### config.mk
export PLATFORM = sky130hd
export DESIGN_NAME = url_percent_decoder
export DESIGN_NICKNAME = d
export VERILOG_FILES = /design/src/rtl/core/upd_pkg.sv /design/src/rtl/core/upd_front.sv /design/src/rtl/core/upd_queue.sv /design/src/rtl/core/upd_back.sv /design/src/rtl/core/url_percent_decoder.sv
export SDC_FILE = /design/constraint.sdc
export NUM_CORES = 1
export LEC_CHECK = 0
export ABC_AREA = 1
export BUFFER_PORTS_ARGS = -buffer_cell sky130_fd_sc_hd__buf_2
export CORE_MARGIN = 4
export CORE_UTILIZATION = 51
export DETAILED_ROUTE_END_ITERATION = 6
export PLACE_DENSITY_LB_ADDON = 0.1
export RECOVER_POWER = 50
export SYNTH_ARGS = -nofsm -noshare
export SYNTH_HDL_FRONTEND = slang
export SYNTH_SLANG_ARGS = --single-unit
export TNS_END_PERCENT = 10
### constraint.sdc
create_clock -name clock -period 4.51 [get_ports clock]
set_input_delay 0.902 -clock clock [delete_from_list [all_inputs] [get_ports clock]]
set_output_delay 0.902 -clock clock [all_outputs]
set_load 0.01 [all_outputs]
### src/rtl/core/upd_pkg.sv
`default_nettype none
package upd_pkg;

   localparam int unsigned QDEPTH   = 4;
   localparam int unsigned MAX_EMIT = 3;

   localparam logic [7:0] CHAR_PLUS  = 8'h2B;
   localparam logic [7:0] CHAR_PCT   = 8'h25;
   localparam logic [7:0] CHAR_SPACE = 8'h20;
   localparam logic [7:0] CHAR_0     = 8'h30;
   localparam logic [7:0] CHAR_9     = 8'h39;
   localparam logic [7:0] CHAR_LA    = 8'h61;
   localparam logic [7:0] CHAR_LF    = 8'h66;
   localparam logic [7:0] CHAR_UA    = 8'h41;
   localparam logic [7:0] CHAR_UF    = 8'h46;

   typedef enum logic [1:0] {
      MODE_PLAIN = 2'd0,
      MODE_PCT   = 2'd1,
      MODE_DIGIT = 2'd2
   } mode_type;

   // Up to three decoded bytes produced by one input beat
   typedef struct packed {
      logic [1:0]                 count;
      logic [MAX_EMIT-1:0][7:0]   bytes;
      logic                       last;
   } group_type;

   typedef struct packed {
      logic      valid;
      group_type group;
   } write_type;

   function automatic logic is_hex(input logic [7:0] c);
      return ((c >= CHAR_0) && (c <= CHAR_9)) ||
             ((c >= CHAR_LA) && (c <= CHAR_LF)) ||
             ((c >= CHAR_UA) && (c <= CHAR_UF));
   endfunction

   function automatic logic [3:0] hex_val(input logic [7:0] c);
      logic [7:0] d;
      d = 8'd0;
      if ((c >= CHAR_0) && (c <= CHAR_9)) begin
         d = c - CHAR_0;
      end else if ((c >= CHAR_LA) && (c <= CHAR_LF)) begin
         d = c - CHAR_LA + 8'd10;
      end else if ((c >= CHAR_UA) && (c <= CHAR_UF)) begin
         d = c - CHAR_UA + 8'd10;
      end
      return d[3:0];
   endfunction

endpackage
`default_nettype wire

### src/rtl/core/upd_front.sv
`default_nettype none
module upd_front import upd_pkg::*; (
   input  wire logic       clock,
   input  wire logic       reset,
   input  wire logic       accept,
   input  wire logic [7:0] in_byte,
   input  wire logic       in_last,
   output write_type       wr
);

   mode_type   mode_ff, mode_in, mode_step;
   logic [7:0] held_ff, held_in;
   logic       hex_c, dec_ok;

   assign hex_c  = is_hex(in_byte);
   assign dec_ok = hex_c && is_hex(held_ff);

   // Next state: mode after this character, before the end-of-string flush
   always_comb begin
      unique case (mode_ff)
         MODE_PCT: begin
            if (hex_c) begin
               mode_step = MODE_DIGIT;
            end else begin
               mode_step = (in_byte == CHAR_PCT) ? MODE_PCT : MODE_PLAIN;
            end
         end
         MODE_DIGIT: begin
            if (dec_ok) begin
               mode_step = MODE_PLAIN;
            end else begin
               mode_step = (in_byte == CHAR_PCT) ? MODE_PCT : MODE_PLAIN;
            end
         end
         default: begin
            mode_step = (in_byte == CHAR_PCT) ? MODE_PCT : MODE_PLAIN;
         end
      endcase
   end

   always_comb begin
      mode_in = mode_ff;
      held_in = held_ff;
      if (accept) begin
         mode_in = in_last ? MODE_PLAIN : mode_step;
         if ((mode_ff == MODE_PCT) && hex_c) begin
            held_in = in_byte;
         end
      end
   end

   // Outputs: build the group of decoded bytes for this beat
   always_comb begin
      logic [1:0]               n;
      logic [MAX_EMIT-1:0][7:0] b;
      logic                     replay;
      n      = 2'd0;
      b      = '0;
      replay = 1'b0;
      unique case (mode_ff)
         MODE_PCT: begin
            if (!hex_c) begin
               b[n]   = CHAR_PCT;
               n      = n + 2'd1;
               replay = 1'b1;
            end
         end
         MODE_DIGIT: begin
            if (dec_ok) begin
               b[n] = {hex_val(held_ff), hex_val(in_byte)};
               n    = n + 2'd1;
            end else begin
               b[n]   = CHAR_PCT;
               n      = n + 2'd1;
               b[n]   = held_ff;
               n      = n + 2'd1;
               replay = 1'b1;
            end
         end
         default: begin
            replay = 1'b1;
         end
      endcase
      // Rescan the character as plain text
      if (replay) begin
         if (in_byte == CHAR_PLUS) begin
            b[n] = CHAR_SPACE;
            n    = n + 2'd1;
         end else if (in_byte != CHAR_PCT) begin
            b[n] = in_byte;
            n    = n + 2'd1;
         end
      end
      // Flush a pending escape at end of string
      if (in_last) begin
         if (mode_step == MODE_PCT) begin
            b[n] = CHAR_PCT;
            n    = n + 2'd1;
         end else if (mode_step == MODE_DIGIT) begin
            b[n] = CHAR_PCT;
            n    = n + 2'd1;
            b[n] = in_byte;
            n    = n + 2'd1;
         end
      end
      wr.valid       = accept && (n != 2'd0);
      wr.group.count = n;
      wr.group.bytes = b;
      wr.group.last  = in_last;
   end

   always_ff @(posedge clock) begin
      if (reset) begin
         mode_ff <= MODE_PLAIN;
         held_ff <= 8'd0;
      end else begin
         mode_ff <= mode_in;
         held_ff <= held_in;
      end
   end

   a_last_clears_mode: assert property (@(posedge clock) disable iff (reset)
      accept && in_last |=> mode_ff == MODE_PLAIN)
      else $error("escape mode not cleared after end of string");

   a_held_is_hex: assert property (@(posedge clock) disable iff (reset)
      mode_ff == MODE_DIGIT |-> is_hex(held_ff))
      else $error("held digit is not a hex character");

   a_plain_emits: assert property (@(posedge clock) disable iff (reset)
      accept && (mode_ff == MODE_PLAIN) && (in_byte != CHAR_PCT) |-> wr.valid)
      else $error("plain character produced no output");

endmodule
`default_nettype wire

### src/rtl/core/upd_queue.sv
`default_nettype none
module upd_queue import upd_pkg::*; #(
   parameter int unsigned DEPTH = QDEPTH
) (
   input  wire logic clock,
   input  wire logic reset,
   input  write_type wr,
   input  wire logic rd_en,
   output group_type head,
   output logic      nonempty,
   output logic      full
);

   localparam int unsigned PTR_W = (DEPTH > 1) ? $clog2(DEPTH) : 1;
   localparam int unsigned CNT_W = $clog2(DEPTH + 1);
   localparam logic [PTR_W-1:0] PTR_LAST = PTR_W'(DEPTH - 1);
   localparam logic [CNT_W-1:0] CNT_FULL = CNT_W'(DEPTH);

   group_type            entries_ff [DEPTH];
   logic [PTR_W-1:0]     wptr_ff, wptr_in, rptr_ff, rptr_in;
   logic [CNT_W-1:0]     count_ff, count_in;

   assign head     = entries_ff[rptr_ff];
   assign nonempty = (count_ff != '0);
   assign full     = (count_ff == CNT_FULL);

   always_comb begin
      wptr_in  = wptr_ff;
      rptr_in  = rptr_ff;
      count_in = count_ff;
      if (wr.valid) begin
         wptr_in = (wptr_ff == PTR_LAST) ? '0 : wptr_ff + 1'b1;
      end
      if (rd_en) begin
         rptr_in = (rptr_ff == PTR_LAST) ? '0 : rptr_ff + 1'b1;
      end
      if (wr.valid && !rd_en) begin
         count_in = count_ff + 1'b1;
      end else if (!wr.valid && rd_en) begin
         count_in = count_ff - 1'b1;
      end
   end

   always_ff @(posedge clock) begin
      if (wr.valid) begin
         entries_ff[wptr_ff] <= wr.group;
      end
   end

   always_ff @(posedge clock) begin
      if (reset) begin
         wptr_ff  <= '0;
         rptr_ff  <= '0;
         count_ff <= '0;
      end else begin
         wptr_ff  <= wptr_in;
         rptr_ff  <= rptr_in;
         count_ff <= count_in;
      end
   end

   a_no_overflow: assert property (@(posedge clock) disable iff (reset)
      wr.valid |-> !full)
      else $error("group written into a full queue");

   a_no_underflow: assert property (@(posedge clock) disable iff (reset)
      rd_en |-> nonempty)
      else $error("group read from an empty queue");

   a_ptr_track: assert property (@(posedge clock) disable iff (reset)
      (count_ff == '0) |-> (wptr_ff == rptr_ff))
      else $error("queue pointers disagree with fill count");

endmodule
`default_nettype wire

### src/rtl/core/upd_back.sv
`default_nettype none
module upd_back import upd_pkg::*; (
   input  wire logic       clock,
   input  wire logic       reset,
   input  group_type       head,
   input  wire logic       nonempty,
   output logic            rd_en,
   input  wire logic       pop,
   output logic            empty,
   output logic [7:0]      out_byte,
   output logic            out_last
);

   logic       valid_ff, valid_in;
   logic [7:0] byte_ff, byte_in;
   logic       last_ff, last_in;
   logic [1:0] sub_ff, sub_in;
   logic       load, final_sub;

   assign empty    = !valid_ff;
   assign out_byte = byte_ff;
   assign out_last = last_ff;

   // Refill the output register whenever it is free or being drained
   assign load      = nonempty && (!valid_ff || pop);
   assign final_sub = (sub_ff == head.count - 2'd1);
   assign rd_en     = load && final_sub;

   always_comb begin
      valid_in = valid_ff;
      byte_in  = byte_ff;
      last_in  = last_ff;
      sub_in   = sub_ff;
      if (valid_ff && pop) begin
         valid_in = 1'b0;
      end
      if (load) begin
         valid_in = 1'b1;
         byte_in  = head.bytes[sub_ff];
         last_in  = head.last && final_sub;
         sub_in   = final_sub ? 2'd0 : sub_ff + 2'd1;
      end
   end

   always_ff @(posedge clock) begin
      if (reset) begin
         valid_ff <= 1'b0;
         sub_ff   <= 2'd0;
      end else begin
         valid_ff <= valid_in;
         sub_ff   <= sub_in;
      end
      byte_ff <= byte_in;
      last_ff <= last_in;
   end

endmodule
`default_nettype wire

### src/rtl/core/url_percent_decoder.sv
// A decoded byte is written into the group queue at the edge that accepts its input beat,
// then loaded into the result register that drives the result ports.
// Throughput: one input beat per cycle while each beat yields at most one byte and pop is
// held high; a beat that yields more bytes sends them one by one through the single result
// register, and full rises once the group queue (QUEUE_DEPTH groups) is taken.
// Reset: synchronous, active high; clears escape state, empties the queue and marks the result register empty.
`default_nettype none
module url_percent_decoder import upd_pkg::*; #(
   parameter int unsigned QUEUE_DEPTH = QDEPTH
) (
   input  wire logic       clock,
   input  wire logic       reset,
   input  wire logic       push,
   output logic            full,
   input  wire logic [7:0] req_byte,
   input  wire logic       req_last,
   output logic            empty,
   input  wire logic       pop,
   output logic [7:0]      rsp_byte,
   output logic            rsp_last
);

   write_type wr;
   group_type head;
   logic      accept, nonempty, rd_en;

   assign accept = push && !full;

   upd_front u_front (
      .clock   (clock),
      .reset   (reset),
      .accept  (accept),
      .in_byte (req_byte),
      .in_last (req_last),
      .wr      (wr)
   );

   upd_queue #(
      .DEPTH (QUEUE_DEPTH)
   ) u_queue (
      .clock    (clock),
      .reset    (reset),
      .wr       (wr),
      .rd_en    (rd_en),
      .head     (head),
      .nonempty (nonempty),
      .full     (full)
   );

   upd_back u_back (
      .clock    (clock),
      .reset    (reset),
      .head     (head),
      .nonempty (nonempty),
      .rd_en    (rd_en),
      .pop      (pop),
      .empty    (empty),
      .out_byte (rsp_byte),
      .out_last (rsp_last)
   );

endmodule
`default_nettype wire

### Word level (Yosys, flattened, before mapping)

Memory sizes are Yosys's and may differ from the RTL's. A register that Yosys moved wholly into a read port is not among the register bits.
Index checks and enable logic that the tools add are counted.

| cells by class | value |
|---|---|
| $add $sub $neg | 19 |
| equal/unequal tests | 11 |
| multiplexer cells | 55 |
| $lt $le $gt $ge | 19 |
| reduce and logical (&&, ||, !) cells | 33 |
| bitwise operators | 6 |
| div/mod/pow operators | 0 |
| shift operators | 0 |
| $mul | 0 |

Operators with widths:

| operator | count |
|---|---|
| 24-bit two-way mux | 6 |
| 8-bit two-way mux | 7 |
| 24-bit bitwise mux | 2 |
| 8-bit demux with 2-bit select | 3 |
| 8-bit by 7-bit >= comparator with 1-bit output (second input constant) | 4 |
| 8-bit by 7-bit less-or-equal comparator with 1-bit output (second input constant) | 4 |
| 2-bit two-way mux | 15 |
| 4-bit two-way mux | 6 |
| 4-bit by 1-bit subtractor with 4-bit output (second input constant) | 6 |
| 14-bit by 21-bit AND with 21-bit output | 1 |
| 21-bit NOT | 1 |
| 1-bit logical AND | 19 |
| 4-bit adder (second input constant) | 4 |
| 8-bit binary-select mux with 2-bit select | 1 |
| 8-bit by 6-bit == test with 1-bit output (second input constant) | 2 |
| 8-bit by 6-bit >= comparator with 1-bit output (second input constant) | 2 |
| 8-bit by 6-bit less-or-equal comparator with 1-bit output (second input constant) | 2 |
| 8-bit case mux with 2 select lines | 1 |
| 15-bit AND | 1 |
| 15-bit NOT | 1 |
| 2-bit by 1-bit adder with 2-bit output (second input constant) | 6 |
| 2-bit by 3-bit less-than comparator with 1-bit output (second input constant) | 4 |
| 9-bit OR | 1 |
| 2-bit == test (second input constant) | 4 |
| 19 further kinds | 40 |

| word-level totals | value |
|---|---|
| bits in writable memories | 108 |
| memories | 1 |
| register bits | 29 |
| ROM bits | 0 |
| logic and storage cells | 153 |
| latch bits | 0 |
| output and inout bits | 11 |

Memory list:

| name | words | bits a word | read ports | clocked after memory_dff | wr ports | RTL line | RTL |
|---|---|---|---|---|---|---|---|
| u_queue.entries_ff | 4 | 27 | 1 | 1 | 1 | upd_queue.sv:19 | `group_type entries_ff [DEPTH];` |

### Logic depth before layout (Yosys ltp)

Gate-level depths: netlist of run 1.

| depth | value |
|---|---|
| word-level depth | 22 |
| depth in mapped cells | 29 |
| depth with buffers taken out | 28 |

### Modules after synthesis

Synthesis of run 1 repeated with hierarchy kept, for this count alone.

| unflattened totals | value |
|---|---|
| cells, all modules | 738 |
| area, all modules | 7284.5 um2 |

Modules (own cells, without submodules):

| module | instances | cells an instance | area each (um2) | seq. area each (um2) |
|---|---|---|---|---|
| upd_queue | 1 | 321 | 4513.1 | 3423.3 |
| upd_front | 1 | 335 | 2065.7 | 200.2 |
| upd_back | 1 | 80 | 695.7 | 330.3 |
| url_percent_decoder | 1 | 2 | 10.0 | 0.0 |

### Least setup slack after synthesis of run 1

No wires, ideal clock.

| path | value |
|---|---|
| path kind | input -> register |
| start point | input port req_byte[0] |
| end point | memory u_queue.entries_ff[0][0] (netlist bit), enable pin |
| library setup time | 0.411 ns |
| slack | -0.394 ns |
| stages | 22 |
| arrival time | 4.493 ns |
| path through | buf_2 inv_1 ha_1 nand2_1 nand3_2 nand2_4 nand3_1 inv_1 nand2_1 nand2_2 inv_2 ha_1 or2_2 nand3_4 ha_1 inv_1 nand3_1 o21ai_0 inv_1 nand3_2 nand2_2 nor2_1 |

| between the ends | value |
|---|---|
| word-level cells in the longest chain between the ends | 20 |
| elaborated cells on any way between the ends | 40 |

Ends and longest elaborated chain:

| item | RTL line | RTL |
|---|---|---|
| start, declared | url_percent_decoder.sv:15 | `input wire logic [7:0] req_byte,` |
| 8-bit by 6-bit >= comparator with 1-bit output, or another cell as far along | upd_pkg.sv:36 | `return ((c >= CHAR_0) && (c <= CHAR_9)) \|\|` |
| 1-bit logical AND, on equally long branches | upd_pkg.sv:36, upd_pkg.sv:37 |  |
| 1-bit logical OR | upd_pkg.sv:36 |  |
| 1-bit logical OR | upd_pkg.sv:37 | `((c >= CHAR_LA) && (c <= CHAR_LF)) \|\|` |
| 1-bit logical AND | upd_front.sv:16 | `assign dec_ok = hex_c && is_hex(held_ff);` |
| 2-bit two-way mux | upd_front.sv:69 | `if (dec_ok) begin` |
| 2-bit case mux with 2 select lines | upd_front.sv:60 | `unique case (mode_ff)` |
| 2-bit by 1-bit adder with 2-bit output | upd_front.sv:88, upd_front.sv:91 |  |
| [... 4 more ...] | -- |  |
| 2-bit by 1-bit adder with 2-bit output | upd_front.sv:103 | `n = n + 2'd1;` |
| 2-bit two-way mux | upd_front.sv:99 | `end else if (mode_step == MODE_DIGIT) begin` |
| 2-bit two-way mux | upd_front.sv:96 | `if (mode_step == MODE_PCT) begin` |
| 2-bit two-way mux * | upd_front.sv:95 | `if (in_last) begin` |
| 2-bit nonzero test * | upd_front.sv:106 | `wr.valid = accept && (n != 2'd0);` |
| 1-bit logical AND * | upd_front.sv:106 |  |
| 1-bit two-way mux * | upd_queue.sv:45 | `if (wr.valid) begin` |
| 1-bit two-way mux (not written as such) * | upd_queue.sv:46 | `entries_ff[wptr_ff] <= wr.group;` |
| end, declared | upd_queue.sv:19 |  |

Mark *: on every way between the ends. The rest lies on a longest branch, timed or not.

==> metrics.md, run 1 <==
| Metric | Value |
|---|---|
| Hold wc startpoint | u_queue.rptr_ff[1] |
| Die area | 15,300 µm² |
| Hold Crit Depth | 2 |
| Most frequent cells in the layout | 117 x edfxtp_1, 86 x o21ai_0, 74 x nand2_1 |
| Post-route insts no fill | 908 |
| Fin crit share | 92.8% |
| Grt total ovfl | 0 |
| Power density over the cells | 492 nW/µm² |
| Final core utilization | 59.7% |
| Syn Nets | 709 |
| First-pass GRT wire length | 27,000 µm |
| Cell Area, Synth | 6850 µm² |
| Total wire length after detailed routing | 17,200 µm |
| CTS buffer count | 17 |
| HP Class | reg -> reg |
| Worst EP arrival | 4.32 ns |
| Yosys cell types | 46 |
| Fin. Hold Viols | 0 |
| Via density per instance | 5.75 |
| Final setup vio count | 0 |
| Wire per inst | 19.0 µm |
| Worst reg2reg path depth | 18 |
| Max-Cap Viols | 1 |
| Port-buffer cells | 23 |
| Startpoint Class | input port |
| DR pass1 iterations | 7 |
| YS warnings | 0 |
| Async SR Flop Fraction | 0% |
| Fillers | 1,146 |
| Clock Skew | 0.0120 ns |
| Worst setup EP type | flip-flop |
| Later-pin clock latency in the skew report | 0.42 ns |
| Fin crit period | 4.19 ns |
| Ant. Diodes | 0 |
| Via count | 5,217 |
| Total track usage | 23.6% |
| Vias in the first global route | 5,060 |
| Die Height | 124 µm |
| Post-CTS setup repair buffer count | 0 |
| EDFF count, synth | 117 |
| Failing checks | DRC, capacitance limit, slew limit |
| Bufs on Longest Clock Path | 2 |
| Static leakage | 0.00299 µW |
| # clock sinks | 139 |
| Worst reg2reg setup slack | 0.37 ns |
| Root buffer cell | clkbuf_16 |
| Max-slew headroom | -1.13% |
| Layout cell share with drive strength beyond 1 | 13.9% |
| Initial core utilization | 51.9% |
| Total Nets Final | 756 |
| I/O pins | 24 |
| Status | finished, violations left |
| Commonest non-fill, non-tap cell in the layout | edfxtp_1 |
| Core Region | 13,200 µm² |
| Crit path kind | in -> reg |
| CTS tree | done |
| Placer Congestion | 0.980 |
| Register area share after synthesis | 57.7% |
| Die width | 124 µm |
| Most used flip-flop cell after synthesis | edfxtp_1 |
| ANT nets after route | 0 |
| R2r endpoint | u_queue.entries_ff[2][9] |
| Final slew viol count | 37 |
| Rows | 42 |
| H-tree depth | 4 |
| RSZ-0062 raised after global routing | false |
| Reg2reg start | u_front.held_ff[0] |
| DRC | 4 |
| Initial antenna violation count | 0 |
| Synth Register Bits | 139 |
| VDD IR-drop max | 0.000243 V |
| Area Growth Syn to Fin | 15.0% |
| Post-Synthesis Cells | 672 |
| DRT iter0 DRCs | 518 |
| CP required | 4.65 ns |
| Placed Cells | 876 |
| Worst Path Max Fanout | 7 |
| CTS resizes | 0 |
| FMAX | 239 MHz |
| Largest net degree at the start of global routing | 37 |
| Hold_buf cts | 0 |
| Mean Syn Cell Area | 10.2 µm² |
| Tightest Pin Transition | 1.52 ns |
| Clk slew on worst S/H paths | 0.06 ns |
| DP Wirelength | 11,800 µm |
## cells in the mapped netlist (13+ instances only)
cell | instances | area share, %
inv_1 | 69 | 3.8
edfxtp_1 | 117 | 51
o21ai_0 | 86 | 6.3
ha_1 | 23 | 4.2
nand2_1 | 73 | 4.0
nor2_1 | 76 | 4.2
nand3_1 | 26 | 1.9
dfxtp_1 | 22 | 6.4
a21oi_1 | 34 | 2.5
o221ai_1 | 13 | 1.7
clkbuf_1 | 18 | 0.99
o22ai_1 | 20 | 1.8
## per-stage QoR
stage               TNS (ns)  instance area, µm²  power [µW]  setup slack, ns  hold WS (ns)
finish                     0                7870        3880            0.324         0.484
global route               0                7870        4080           0.0115         0.514
CTS                        0                7950        3920            0.401         0.489
detailed placement   -0.0416                7360        2550          -0.0416         0.480
global placement           0                7360        2530           0.0661         0.452
floorplan             -42.54                6850        2240           -0.394         0.439
## report_power, final
part           internal [µW]  switching [µW]
sequential              1590            84.3
combinational            273             554
clock                    824             547
total                   2690            1180
## routing by layer
metal  up-vias  track usage, %  share of wire (%)
met5         -               0                  0
met3        33            5.13                5.6
met1      2503            30.8                 43
met4         0            9.55                2.9
li1       2487               -                  -
met2       194            38.3                 48
## worst max-delay path, stage by stage
cell,delay [ns]
buf_2,0.10
inv_1,0.11
ha_1,0.18
nand2_1,0.08
nand3_2,0.09
nand2_4,0.07
nand2_1,0.16
nand3_1,0.13
nand2_2,0.11
inv_2,0.05
ha_1,0.27
or2_2,0.32
nand3_4,0.12
ha_1,0.17
clkbuf_1,0.14
nand2_1,0.07
a21oi_1,0.62
o21ai_2,0.11
a21oi_1,0.51
## registers in the layout, summed over array words and instances, names as in the netlist, named ones only
register,cells
u_back.out_byte,8
u_back.out_last,1
u_back.sub_ff,2
u_back.valid_ff,1
u_front.held_ff,8
u_front.mode_ff,2
u_queue.count_ff,3
u_queue.entries_ff,108
u_queue.rptr_ff,2
u_queue.wptr_ff,2
## layout make-up
cell class	instances	area [µm²]	share of cell area [%]
Sequential cell	139	3950	50.2
Multi-Input combinational cell	428	2450	31.2
Clock buffer	17	425	5.40
Timing Repair Buffer	53	347	4.40
Inverter	80	308	3.91
Tap cell	176	220	2.80
Clock inverter	15	165	2.10
## cell families after synthesis
family / count (synthesis) / synth area share [%]
flops: 139 / 57.7
xor+xnor: 3 / 0.384
fa+ha+maj: 24 / 4.50
simple gates: 218 / 15.3
buf+inv: 105 / 6.07
compound gates: 183 / 16.0
## worst max-delay path by stage
stage,startpoint,endpoint,slack (ns),cells after the start
floorplan,req_byte[0],u_queue.entries_ff[0][0],-0.39,22
global placement,req_byte[0],u_queue.count_ff[2],0.07,29
detailed placement,req_byte[0],u_queue.count_ff[2],-0.04,29
CTS,req_byte[0],u_queue.count_ff[2],0.40,29
global route,u_front.held_ff[0],u_queue.count_ff[2],0.01,27
finish,req_byte[1],u_queue.entries_ff[2][9],0.32,19
No activity file was read; power rests on OpenSTA's default activity.
==> run 2: changes to the inputs <==
--- a/config.mk
+++ b/config.mk
@@ -7,7 +7,7 @@
 export LEC_CHECK = 0
 export ABC_AREA = 1
 export BUFFER_PORTS_ARGS = -buffer_cell sky130_fd_sc_hd__buf_2
-export CORE_MARGIN = 4
+export CORE_MARGIN = 2
 export CORE_UTILIZATION = 51
 export DETAILED_ROUTE_END_ITERATION = 6
 export PLACE_DENSITY_LB_ADDON = 0.1
==> run 2 against run 1 <==
Net effect:
- via count down 1.8%
- sequential power is essentially flat
- clock skew is 0.0022 ns lower
- clock power up 8%
- non-clock buffer count fell by 2
- sequential cell count is the same
- critical endpoint is now u_queue.count_ff[2]
- fmax increased by 2.0%
- first-iteration DRC count fell by 20%
- the flow now finishes without violations
- count of clock-buffer cells in the layout unchanged
- register-to-register slack improved by 0.09 ns
- power increased by 3.0%
- critical path type unchanged
==> metrics.md, run 2 (synthesis results as in run 1) <==
| Metric | Value |
|---|---|
| Status | complete, no violations |
| Placer Congestion | 0.967 (-1.3%) |
| RSZ-0062 raised after global routing | false |
| CP Depth | 29 (+10) |
| Via count | 5,123 (-1.8%) |
| Placed Cells | 874 (-0.23%) |
| # clock sinks | 139 (unchanged) |
| Final slew viol count | 0 (-100%) |
| Fin. Hold Viols | 0 (unchanged) |
| CP max stage cell | fa_2 |
| Clk slew on worst S/H paths | 0.06 ns (about the same) |
| Die area | 14,400 µm² (-6.4%) |
| VDD IR-drop max | 0.000225 V (-7.6%) |
| HP Class | reg -> reg |
| Via density per instance | 5.65 (-1.6%) |
| Total wire length after detailed routing | 17,000 µm (-1.3%) |
| Max-Cap Viols | 0 (-1) |
| Static leakage | 0.00300 µW (+0.12%) |
| Clock Skew | 0.00983 ns (-0.00216 ns) |
| Bufs on Longest Clock Path | 2 (unchanged) |
| Grt total ovfl | 0 (unchanged) |
| Vias in the first global route | 5,128 (+1.3%) |
| Later-pin clock latency in the skew report | 0.41 ns (about the same) |
| Die Height | 120 µm (-3.2%) |
| Placement Cell Area | 7340 µm² (-0.20%) |
| Buf/Inv on CP | 8 (+4) |
| Total track usage | 25.0% (+1.4 points) |
| Worst reg2reg path depth | 27 (+9) |
| Tightest Pin Transition | 1.44 ns (-0.0795 ns) |
| Most used cell, CP | inv_1 |
| Port-buffer cells | 23 (unchanged) |
| Post-route insts no fill | 906 (-0.22%) |
| Layout cell share with drive strength beyond 1 | 14.2% (+0.31 points) |
| Fillers | 1,136 (-0.87%) |
| Final setup vio count | 0 (unchanged) |
| I/O pins | 24 (unchanged) |
| Area Growth Syn to Fin | 15.5% |
| CP required | 4.81 ns (+0.16 ns) |
| DRC | 0 (-4) |
| Root buffer cell | clkbuf_16 |
| Slowest stage delay, CP | 0.35 ns (-0.27 ns) |
| DRT iter0 DRCs | 412 (-20%) |
| Number of flip-flops under the largest register name | 108 (unchanged) |
| Fin crit share | 91.0% (-1.8 points) |
| Design area | 7910 µm² (+0.49%) |
| H-tree depth | 4 (unchanged) |
| DP Wirelength | 11,700 µm (-0.38%) |
| Post-CTS setup repair buffer count | 0 (unchanged) |
| Commonest non-fill, non-tap cell in the layout | edfxtp_1 |
| Worst EP arrival | 4.40 ns (+0.08 ns) |
| Power density over the cells | 505 nW/µm² (+2.5%) |
| CTS tree | done |
| Startpoint Class | input port |
| Max-slew headroom | 4.17% (+5.3 points) |
| CTS buffer count | 17 (unchanged) |
| ANT nets after route | 0 (unchanged) |
| Largest Register | u_queue.entries_ff |
| Largest net degree at the start of global routing | 55 (+49%) |
| Wire per inst | 18.8 µm (-1.1%) |
| Hold Crit Depth | 2 (unchanged) |
| Core Region | 13,200 µm² (unchanged) |
| Initial antenna violation count | 0 (unchanged) |
| Worst setup EP type | flip-flop |
| Fin crit period | 4.10 ns (-0.0809 ns) |
| Most frequent cells in the layout | 117 x edfxtp_1, 84 x o21ai_0, 74 x nand2_1 |
| Hold_buf cts | 0 (unchanged) |
| Crit path kind | in -> reg |
| CTS resizes | 0 (unchanged) |
| FMAX | 244 MHz (+2.0%) |
| Total Nets Final | 754 (-0.26%) |
| Ant. Diodes | 0 (unchanged) |
| Initial core utilization | 51.9% (unchanged) |
| First-pass GRT wire length | 26,900 µm (-0.33%) |
| Worst Path Max Fanout | 6 (-1) |
| DR pass1 iterations | 5 (-2) |
| Family with the most delay on the worst path | adder cells |
| Rows | 42 (unchanged) |
| Die width | 120 µm (-3.2%) |
==> run 2: changes by cell type in the layout (fill, tap and decap cells not counted), moves of 2 or more <==
cell	before	now
o21ai_0	86	84
bufinv_16	2	4
o21ai_1	1	3
inv_2	6	8
clkinv_4	3	1
==> run 2: power breakdown <==
part | switching, µW | internal [µW] | leakage, µW
clock network | 545 | 937 | 0.000303
registers | 68.0 | 1590 | 0.00127
logic | 573 | 274 | 0.00142
==> run 2: metal layers <==
metal / share of wire (%) / vias to the layer above / routed length, µm / GRT usage [%]
li1: - / 2480 / - / -
met1: 44 / 2433 / 7400 / 32.0
met2: 48 / 164 / 8150 / 41.1
met3: 5.2 / 46 / 881 / 5.51
met4: 3.3 / 0 / 567 / 11.0
met5: 0 / - / 0 / 0
==> run 2: stage by stage <==
step	util [%]	TNS, ns	setup WS, ns	power, µW	hold WS, ns
after floorplan	-	-42.54	-0.394	2240	0.439
after global placement	55.7	0	0.0520	2520	0.452
after detailed placement	55.7	-0.0854	-0.0854	2550	0.473
after CTS	60.5	0	0.334	4020	0.482
after global routing	60.0	0	0.0274	4190	0.517
final	60.0	0	0.405	3990	0.477
==> run 2: path summary, 6_finish.rpt <==
kind,end,slack (ns),startpoint
worst max-delay path,u_queue.count_ff[2],0.41,req_byte[0]
worst min register to register,flip-flop,0.48,u_queue.rptr_ff[1]
worst max register to register,u_queue.count_ff[2],0.46,u_front.held_ff[0]
worst min-delay path,flip-flop,0.48,u_queue.rptr_ff[1]
==> run 2: final cells by class <==
| class | count | area [µm²] | share of cell area (%) |
|---|---|---|---|
| well taps | 176 | 220 | 2.78 |
| inverters | 80 | 307 | 3.88 |
| multi-input cells | 428 | 2450 | 31.0 |
| clock inverters | 15 | 211 | 2.67 |
| clock buffers | 17 | 425 | 5.38 |
| flip-flops and latches | 139 | 3950 | 50.0 |
| repair buffers | 51 | 338 | 4.27 |
==> run 2: worst register-to-register path: stages (launching register included) <==
cell,delay [ns]
dfxtp_1,0.42
inv_1,0.14
ha_1,0.24
o21ai_1,0.15
nand2_1,0.08
nand2_2,0.13
nand2_2,0.12
nand3_1,0.12
nand2_2,0.08
inv_2,0.07
ha_1,0.22
or2_2,0.32
nand3_4,0.12
ha_1,0.24
inv_1,0.05
nand3_1,0.06
o21ai_0,0.10
inv_1,0.09
nand3_2,0.09
nand2_2,0.05
inv_1,0.07
ha_1,0.13
inv_1,0.07
fa_2,0.35
a21oi_1,0.14
o21ai_1,0.09
o21ai_1,0.14
a21oi_1,0.05
